===== src/rtl/core/slis_pkg.sv =====
// Package for the strict LIS length engine: field widths, the sequencer state
// type and the request and response words between the top level and the scan unit.
// No dependencies.
package slis_pkg;

    localparam int VAL_W  = 32;
    localparam int CNT_W  = 6;
    localparam int HALF_W = 5;

    typedef logic signed [VAL_W-1:0] t_value;
    typedef logic [CNT_W-1:0]        t_len;
    typedef logic [HALF_W-1:0]       t_half;

    typedef enum logic [1:0] {
        ST_IDLE,
        ST_SCAN,
        ST_RESULT
    } t_state;

    typedef struct packed {
        logic   start;
        t_value value;
        t_len   count;
    } t_scan_req;

    typedef struct packed {
        logic done;
        t_len len;
    } t_scan_rsp;

endpackage


===== src/rtl/core/slis_if.sv =====
// Valid/ready channel interfaces for the input and result words of the engine.
// Depends on slis_pkg.
interface slis_in_if;
    logic                  valid;
    logic                  ready;
    slis_pkg::t_value      value;
    logic                  last;

    modport source (output valid, output value, output last, input ready);
    modport sink   (input valid, input value, input last, output ready);
endinterface

interface slis_out_if;
    logic                  valid;
    logic                  ready;
    slis_pkg::t_len        lis_length;
    slis_pkg::t_half       half_remainder;
    logic                  overflowed;

    modport source (output valid, output lis_length, output half_remainder,
                    output overflowed, input ready);
    modport sink   (input valid, input lis_length, input half_remainder,
                    input overflowed, output ready);
endinterface


===== src/rtl/core/slis_ram.sv =====
// Generic single-clock RAM with one write port and one registered read port.
// No dependencies.
module slis_ram #(
    parameter int WIDTH = 8,
    parameter int DEPTH = 32
) (
    input  logic                     i_clk,
    input  logic                     i_wr_en,
    input  logic [$clog2(DEPTH)-1:0] i_wr_addr,
    input  logic [WIDTH-1:0]         i_wr_data,
    input  logic                     i_rd_en,
    input  logic [$clog2(DEPTH)-1:0] i_rd_addr,
    output logic [WIDTH-1:0]         o_rd_data
);

    logic [WIDTH-1:0] r_mem [DEPTH];
    logic [WIDTH-1:0] r_rd_data;

    always_ff @(posedge i_clk) begin
        if (i_wr_en) begin
            r_mem[i_wr_addr] <= i_wr_data;
        end
        if (i_rd_en) begin
            r_rd_data <= r_mem[i_rd_addr];
        end
    end

    assign o_rd_data = r_rd_data;

endmodule


===== src/rtl/core/slis_scan.sv =====
// Scan unit: reads every stored element once and keeps the best ending length
// among smaller values. Depends on slis_pkg; drives the read port of slis_ram.
module slis_scan #(
    parameter int MAX_LEN = 32
) (
    input  logic                       i_clk,
    input  logic                       i_rst_n,
    input  slis_pkg::t_scan_req        i_req,
    output slis_pkg::t_scan_rsp        o_rsp,
    output logic                       o_rd_en,
    output logic [$clog2(MAX_LEN)-1:0] o_rd_addr,
    input  slis_pkg::t_value           i_rd_value,
    input  slis_pkg::t_len             i_rd_len
);
    import slis_pkg::*;

    localparam int IDX_W = $clog2(MAX_LEN);

    logic   r_busy;
    logic   r_cmp_vld;
    t_len   r_idx;
    t_len   r_count;
    t_value r_value;
    t_len   r_len;

    logic   w_issue;
    t_len   w_cand;
    logic   w_better;
    logic   w_finish;

    assign w_issue   = r_busy && (r_idx < r_count);
    assign w_cand    = i_rd_len + t_len'(1);
    assign w_better  = r_cmp_vld && (i_rd_value < r_value) && (w_cand > r_len);
    assign w_finish  = r_busy && !w_issue && !r_cmp_vld;

    assign o_rd_en   = w_issue;
    assign o_rd_addr = r_idx[IDX_W-1:0];
    assign o_rsp.done = w_finish;
    assign o_rsp.len  = r_len;

    always_ff @(posedge i_clk) begin
        if (!i_rst_n) begin
            r_busy    <= 1'b0;
            r_cmp_vld <= 1'b0;
        end else begin
            r_cmp_vld <= w_issue;
            if (i_req.start) begin
                r_busy <= 1'b1;
            end else if (w_finish) begin
                r_busy <= 1'b0;
            end
        end
    end

    always_ff @(posedge i_clk) begin
        if (i_req.start) begin
            r_idx   <= '0;
            r_count <= i_req.count;
            r_value <= i_req.value;
            r_len   <= t_len'(1);
        end else begin
            if (w_issue) begin
                r_idx <= r_idx + t_len'(1);
            end
            if (w_better) begin
                r_len <= w_cand;
            end
        end
    end

endmodule


===== src/rtl/core/strict_lis_length_engine_core.sv =====
// An element is accepted only while the engine is idle, so the next one waits until the
// scan of the store for this one has finished; the scan reads each stored element once
// through the single read port of the store. An element met with a full store is dropped.
// A last element then loads the result word once the receiver has taken the previous one.
// Reset (synchronous, active low) clears the count, best length, overflow flag, state and
// result valid; the store is left as it is. Depends on slis_pkg, slis_if, slis_scan, slis_ram.
module strict_lis_length_engine_core #(
    parameter int MAX_LEN = 32
) (
    input  logic        i_clk,
    input  logic        i_rst_n,
    slis_in_if.sink     i_in,
    slis_out_if.source  o_out
);
    import slis_pkg::*;

    localparam int IDX_W = $clog2(MAX_LEN);
    localparam int MEM_W = VAL_W + CNT_W;

    t_state    r_state;
    t_state    n_state;
    t_len      r_count;
    t_len      r_best;
    logic      r_ovf;
    t_value    r_value;
    logic      r_last;
    logic      r_out_valid;
    t_len      r_out_len;
    t_half     r_out_half;
    logic      r_out_ovf;

    logic      w_accept;
    logic      w_full;
    logic      w_emit;
    logic      w_store;
    logic [CNT_W:0] w_half_sum;

    t_scan_req w_req;
    t_scan_rsp w_rsp;

    logic             w_rd_en;
    logic [IDX_W-1:0] w_rd_addr;
    logic [MEM_W-1:0] w_rd_data;

    assign i_in.ready = (r_state == ST_IDLE);
    assign w_accept   = i_in.valid && i_in.ready;
    assign w_full     = (r_count == t_len'(MAX_LEN));
    assign w_store    = (r_state == ST_SCAN) && w_rsp.done;
    assign w_emit     = (r_state == ST_RESULT) && (!r_out_valid || o_out.ready);
    assign w_half_sum = {1'b0, r_count} + (CNT_W+1)'(1) - {1'b0, r_best};

    assign w_req.start = w_accept && !w_full;
    assign w_req.value = i_in.value;
    assign w_req.count = r_count;

    always_comb begin
        n_state = r_state;
        unique case (r_state)
            ST_IDLE: begin
                if (w_accept) begin
                    if (!w_full) begin
                        n_state = ST_SCAN;
                    end else if (i_in.last) begin
                        n_state = ST_RESULT;
                    end
                end
            end
            ST_SCAN: begin
                if (w_rsp.done) begin
                    n_state = r_last ? ST_RESULT : ST_IDLE;
                end
            end
            ST_RESULT: begin
                if (w_emit) begin
                    n_state = ST_IDLE;
                end
            end
            default: n_state = ST_IDLE;
        endcase
    end

    always_ff @(posedge i_clk) begin
        if (!i_rst_n) begin
            r_state     <= ST_IDLE;
            r_count     <= '0;
            r_best      <= '0;
            r_ovf       <= 1'b0;
            r_out_valid <= 1'b0;
        end else begin
            r_state <= n_state;
            if (w_accept && w_full) begin
                r_ovf <= 1'b1;
            end
            if (w_store) begin
                r_count <= r_count + t_len'(1);
                if (w_rsp.len > r_best) begin
                    r_best <= w_rsp.len;
                end
            end
            if (w_emit) begin
                r_count     <= '0;
                r_best      <= '0;
                r_ovf       <= 1'b0;
                r_out_valid <= 1'b1;
            end else if (o_out.ready) begin
                r_out_valid <= 1'b0;
            end
        end
    end

    always_ff @(posedge i_clk) begin
        if (w_accept) begin
            r_value <= i_in.value;
            r_last  <= i_in.last;
        end
        if (w_emit) begin
            r_out_len  <= r_best;
            r_out_half <= w_half_sum[HALF_W:1];
            r_out_ovf  <= r_ovf;
        end
    end

    assign o_out.valid          = r_out_valid;
    assign o_out.lis_length     = r_out_len;
    assign o_out.half_remainder = r_out_half;
    assign o_out.overflowed     = r_out_ovf;

    slis_scan #(
        .MAX_LEN (MAX_LEN)
    ) u_scan (
        .i_clk      (i_clk),
        .i_rst_n    (i_rst_n),
        .i_req      (w_req),
        .o_rsp      (w_rsp),
        .o_rd_en    (w_rd_en),
        .o_rd_addr  (w_rd_addr),
        .i_rd_value (w_rd_data[MEM_W-1:CNT_W]),
        .i_rd_len   (w_rd_data[CNT_W-1:0])
    );

    slis_ram #(
        .WIDTH (MEM_W),
        .DEPTH (MAX_LEN)
    ) u_store (
        .i_clk     (i_clk),
        .i_wr_en   (w_store),
        .i_wr_addr (r_count[IDX_W-1:0]),
        .i_wr_data ({r_value, w_rsp.len}),
        .i_rd_en   (w_rd_en),
        .i_rd_addr (w_rd_addr),
        .o_rd_data (w_rd_data)
    );

endmodule

===== src/flat_wrapper.sv =====
// flat-port wrapper written by rule: the top's interface ports become plain ports
module strict_lis_length_engine_core_flat import slis_pkg::*;
#(
    parameter int MAX_LEN = 32
)
  (i_clk, i_rst_n, i_in_valid, i_in_value, i_in_last, i_in_ready, o_out_valid, o_out_lis_length, o_out_half_remainder, o_out_overflowed, o_out_ready);
  slis_in_if i_in_i ();
  slis_out_if o_out_i ();
  input  logic i_clk;
  input  logic i_rst_n;
  input wire logic [$bits(i_in_i.valid)-1:0] i_in_valid;
  input wire logic [$bits(i_in_i.value)-1:0] i_in_value;
  input wire logic [$bits(i_in_i.last)-1:0] i_in_last;
  output wire logic [$bits(i_in_i.ready)-1:0] i_in_ready;
  output wire logic [$bits(o_out_i.valid)-1:0] o_out_valid;
  output wire logic [$bits(o_out_i.lis_length)-1:0] o_out_lis_length;
  output wire logic [$bits(o_out_i.half_remainder)-1:0] o_out_half_remainder;
  output wire logic [$bits(o_out_i.overflowed)-1:0] o_out_overflowed;
  input wire logic [$bits(o_out_i.ready)-1:0] o_out_ready;
  assign i_in_i.valid = i_in_valid;
  assign i_in_i.value = i_in_value;
  assign i_in_i.last = i_in_last;
  assign i_in_ready = i_in_i.ready;
  assign o_out_valid = o_out_i.valid;
  assign o_out_lis_length = o_out_i.lis_length;
  assign o_out_half_remainder = o_out_i.half_remainder;
  assign o_out_overflowed = o_out_i.overflowed;
  assign o_out_i.ready = o_out_ready;
  strict_lis_length_engine_core #(.MAX_LEN(MAX_LEN)) u_core (.i_clk(i_clk), .i_rst_n(i_rst_n), .i_in(i_in_i), .o_out(o_out_i));
endmodule

===== config.mk =====
export PLATFORM = sky130hd
export DESIGN_NAME = strict_lis_length_engine_core_flat
export DESIGN_NICKNAME = d
export VERILOG_FILES = /design/src/rtl/core/slis_pkg.sv /design/src/rtl/core/slis_if.sv /design/src/rtl/core/slis_ram.sv /design/src/rtl/core/slis_scan.sv /design/src/rtl/core/strict_lis_length_engine_core.sv /design/src/flat_wrapper.sv
export SDC_FILE = /design/constraint.sdc
export NUM_CORES = 1
export LEC_CHECK = 0
export BUFFER_PORTS_ARGS = -buffer_cell sky130_fd_sc_hd__buf_2
export CORE_ASPECT_RATIO = 1.1
export CORE_MARGIN = 2
export CORE_UTILIZATION = 51
export DETAILED_ROUTE_END_ITERATION = 8
export GPL_TIMING_DRIVEN = 0
export PLACE_DENSITY = 0.66
export REMOVE_ABC_BUFFERS = 1
export SKIP_CTS_REPAIR_TIMING = 1
export SLEW_MARGIN = 20
export SYNTH_ARGS = -nofsm -noshare
export SYNTH_HDL_FRONTEND = slang
export SYNTH_SLANG_ARGS = --single-unit

===== constraint.sdc =====
create_clock -name i_clk -period 11 [get_ports i_clk]
set_input_delay 1.1 -clock i_clk [delete_from_list [all_inputs] [get_ports i_clk]]
set_output_delay 1.1 -clock i_clk [all_outputs]
set_load 0.05 [all_outputs]

==> impl_metrics.py <==
metrics = {
    "status": {
        "outcome": "finished, final reports clean",
    },
    "placed_design": {
        "postPlaceCellArea_mm2": 0.0572,
        "place_congestion": 0.748,
        "hpwl_um": 80800,
        "io_buffers": 50,
    },
    "clocking": {
        "cts.clk_slew.worst_paths_ns": 0.06,
        "cts.sinks": 1367,
        "clk_latency_ns": 0.73,
        "clockRootBuffer": "clkbuf_16",
        "cts_tree": "done",
        "htreeDepth": 4,
        "cts-buffers-inserted": 133,
        "cts_buffer_depth": 3,
    },
    "floorplanning": {
        "die_w_um": 310,
        "ios": 51,
        "num_rows": 123,
        "die_area_mm2": 0.105,
        "fp.dieH_um": 340,
        "core_mm2": 0.102,
        "start_util_pct": 51.3,
    },
    "cells_and_area": {
        "design_area_mm2": 0.0613,
        "fin_nets": 2544,
        "antenna_cells": 0,
        "syn_to_final_growth_pct": 16.9,
        "drive_above_1_share_pct": 32.0,
    },
    "grt": {
        "grt_use_total_pct": 24.4,
        "grt_max_degree": 46,
        "grt.overflow.total": 0,
        "grt_use_met1_pct": 31.2,
        "first_global_vias": 25362,
        "use_met3_pct": 3.45,
        "grt_antenna_before_repair": 1,
        "grt_use_met2_pct": 42.6,
        "grt_pass1_wl_um": 180000,
        "busiest_layer": "met2",
    },
    "yosys": {
        "yosysWarnings": 0,
        "ys_ff_latch": 1367,
        "synthDominantCellAreaShare_pct": 76.5,
        "synth_area_leaders": "edfxtp_1 77%, mux4_2 16%, ha_1 1.5%",
        "synth.most_common_cell": "edfxtp_1",
        "syn_inst": 2234,
        "ys_seq_area_share_pct": 77.7,
        "syn-cell-area_mm2": 0.0525,
        "synth_top_area_cell": "edfxtp_1",
        "synth_edf_count": 1337,
        "syn_avg_cell_area_um2": 23.5,
        "synthTopCellsByCount": "1337 x edfxtp_1, 380 x mux4_2, 62 x ha_1",
        "ys_types": 46,
        "async_reset_ff_share_pct": 0,
        "ys_dominant_reg_cell": "edfxtp_1",
    },
    "setup_path": {
        "r2r_setup_slack_ns": 5.80,
        "crit_slowest_cell": "nor2_4",
        "crit_fanout": 35,
        "cpPeakStageDelay_ns": 0.85,
        "cp.arrival_ns": 5.61,
        "crit_family": "simple AND/OR/NAND/NOR gates",
        "startpoint_type": "flop",
        "end_kind": "flop",
        "crit_chain": "buf_16 -> buf_16 -> nand2b_1 -> a21o_1 -> a21oi_1 -> o21a_1 -> nor4_4 -> nand2_1 -> nor2_4 -> buf_12 -> buf_12",
        "worstPathBufferInverterCount": 4,
        "path_class": "reg -> reg",
        "r2r-start": "u_core.u_scan.r_idx[0]$_SDFFE_PP0P_",
        "reg2reg_to": "u_core.u_store.r_mem[15][25]$_DFFE_PP_",
        "r2r_cells": 11,
        "required_ns": 11.41,
    },
    "timing": {
        "rsz0062_at_grt": "no",
        "period_share_pct": 47.3,
        "period_needed_ns": 5.20,
        "finalSetupTns_ns": 0,
        "slew_headroom_pct": 22.9,
        "finalHoldViolCount": 0,
        "fmax_ghz": 0.192,
        "final-setup-viol-count": 0,
        "tightest_slew_ns": 1.15,
        "drv_slew": 0,
        "skew_ns": 0.0248,
    },
    "power": {
        "ir_worst_vdd_uv": 170,
        "leakagePower_uw": 0.0191,
        "p_per_area_mw_per_mm2": 188,
        "p_total_uw": 11500,
    },
    "hold_path": {
        "min_from": "u_core.r_ovf$_SDFFE_PP0P_",
        "hold_end": "u_core.o_out.overflowed$_DFFE_PP_",
        "whs_path_depth": 0,
        "hold_path_class": "reg -> reg",
    },
    "detailed_routing": {
        "wl_per_cell_um": 32.1,
        "drt_iter0_markers": 2845,
        "vias": 24453,
        "firstDrtPassIters": 7,
        "wirelength_um": 126000,
        "ant_nets": 0,
        "viasPerCell": 6.23,
        "drc": 0,
    },
    "run": {
        "cap_violations": 0,
    },
}
cells by family after synthesis:
| logic type | synth area share, % |
|---|---|
| xor gates and xnor gates | 0.317 |
| buffers and inverters | 1.24 |
| AOI/OAI and AO/OA | 0.787 |
| DFF | 77.7 |
| and+or+nand+nor | 1.28 |
| adders and majority gates | 1.52 |
| muxes | 17.2 |
report_power, final:
group | leakage (uW) | internal [uW] | switching, uW
Combinational | 0.00472 | 714 | 526
Clock | 0.00201 | 2490 | 1890
Sequential | 0.0124 | 5780 | 111
Total | 0.0191 | 8990 | 2530
worst reg2reg max path, cell delays in order, from the launching register on:
cell	delay [ns]
dfxtp_4	0.69
buf_16	0.30
buf_16	0.32
nand2b_1	0.18
a21o_1	0.12
a21oi_1	0.09
o21a_1	0.30
nor4_4	0.75
nand2_1	0.76
nor2_4	0.86
buf_12	0.28
buf_12	0.21
routing by layer:
metal / wire [um] / vias up
met3: 8230 / 257
met4: 4260 / 0
li1: - / 9899
met5: 0 / -
met2: 67100 / 1190
met1: 46100 / 13107
worst max path at each step:
stage	cells after the start	to	start	slack (ns)
after CTS	11	u_core.u_store.r_mem[15][19]$_DFFE_PP_	u_core.u_scan.r_idx[0]$_SDFFE_PP0P_	5.81
final	11	u_core.u_store.r_mem[15][25]$_DFFE_PP_	u_core.u_scan.r_idx[0]$_SDFFE_PP0P_	5.80
after global placement	7	u_core.u_store.r_mem[3][22]$_DFFE_PP_	u_core.u_scan.r_idx[0]$_SDFFE_PP0P_	-14.09
after floorplan	7	u_core.u_store.r_mem[31][0]$_DFFE_PP_	u_core.u_scan.r_idx[0]$_SDFFE_PP0P_	-5.15
after detailed placement	11	u_core.u_store.r_mem[15][23]$_DFFE_PP_	u_core.u_scan.r_idx[0]$_SDFFE_PP0P_	5.93
after global routing	11	u_core.u_store.r_mem[15][19]$_DFFE_PP_	u_core.u_scan.r_idx[0]$_SDFFE_PP0P_	5.57
registers in the layout, indices dropped and copies added (netlist names):
name	flops
u_core.r_ovf	1
u_core.u_store.o_rd_data	38
u_core.u_scan.r_idx	6
u_core.u_scan.r_cmp_vld	1
u_core.r_best	6
u_core.r_state	2
u_core.r_value	32
u_core.u_scan.r_busy	1
u_core.o_out.half_remainder	5
u_core.u_scan.r_len	6
u_core.o_out.lis_length	6
u_core.u_scan.r_value	32
u_core.u_store.r_mem	1216
u_core.o_out.valid	1
u_core.r_count	6
u_core.o_out.overflowed	1
u_core.u_scan.r_count	6
u_core.r_last	1
cell usage in the layout (no fill, tap or decap), drive strengths merged, types with 6 or more instances in the layout:
cell / instances
mux4: 380
edfxtp: 1337
xor2: 10
inv: 64
ha: 62
dfxtp: 30
clkbuf: 168
mux2: 38
nand3: 15
clkinvlp: 7
o21ai: 8
bufinv: 9
clkinv: 49
xnor2: 9
a21o: 6
buf: 172
nor2: 59
nand2: 28
a21oi: 34
nand4: 12
layout make-up:
| type | count | area (um2) |
|---|---|---|
| clock buffers | 168 | 3520 |
| well taps | 1375 | 1720 |
| flip-flops and latches | 1367 | 40800 |
| repair buffers | 172 | 3130 |
| clock inverters | 71 | 639 |
| inverters | 58 | 220 |
| multi-input cells | 712 | 11300 |
| fillers | 6934 | 40900 |
stage by stage:
| step | cells | worst slack, ns | hold WS (ns) | utilization, % |
|---|---|---|---|---|
| after floorplan | 2137 | -5.15 | 0.409 | - |
| after global placement | 3562 | -14.09 | 0.422 | 52.8 |
| after detailed placement | 3684 | 5.93 | 0.424 | 55.9 |
| after CTS | 3923 | 5.81 | 0.446 | 60.0 |
| after global routing | 3923 | 5.57 | 0.452 | 60.0 |
| final | 3923 | 5.80 | 0.447 | 60.0 |
Power figures use the tool's default switching activity.
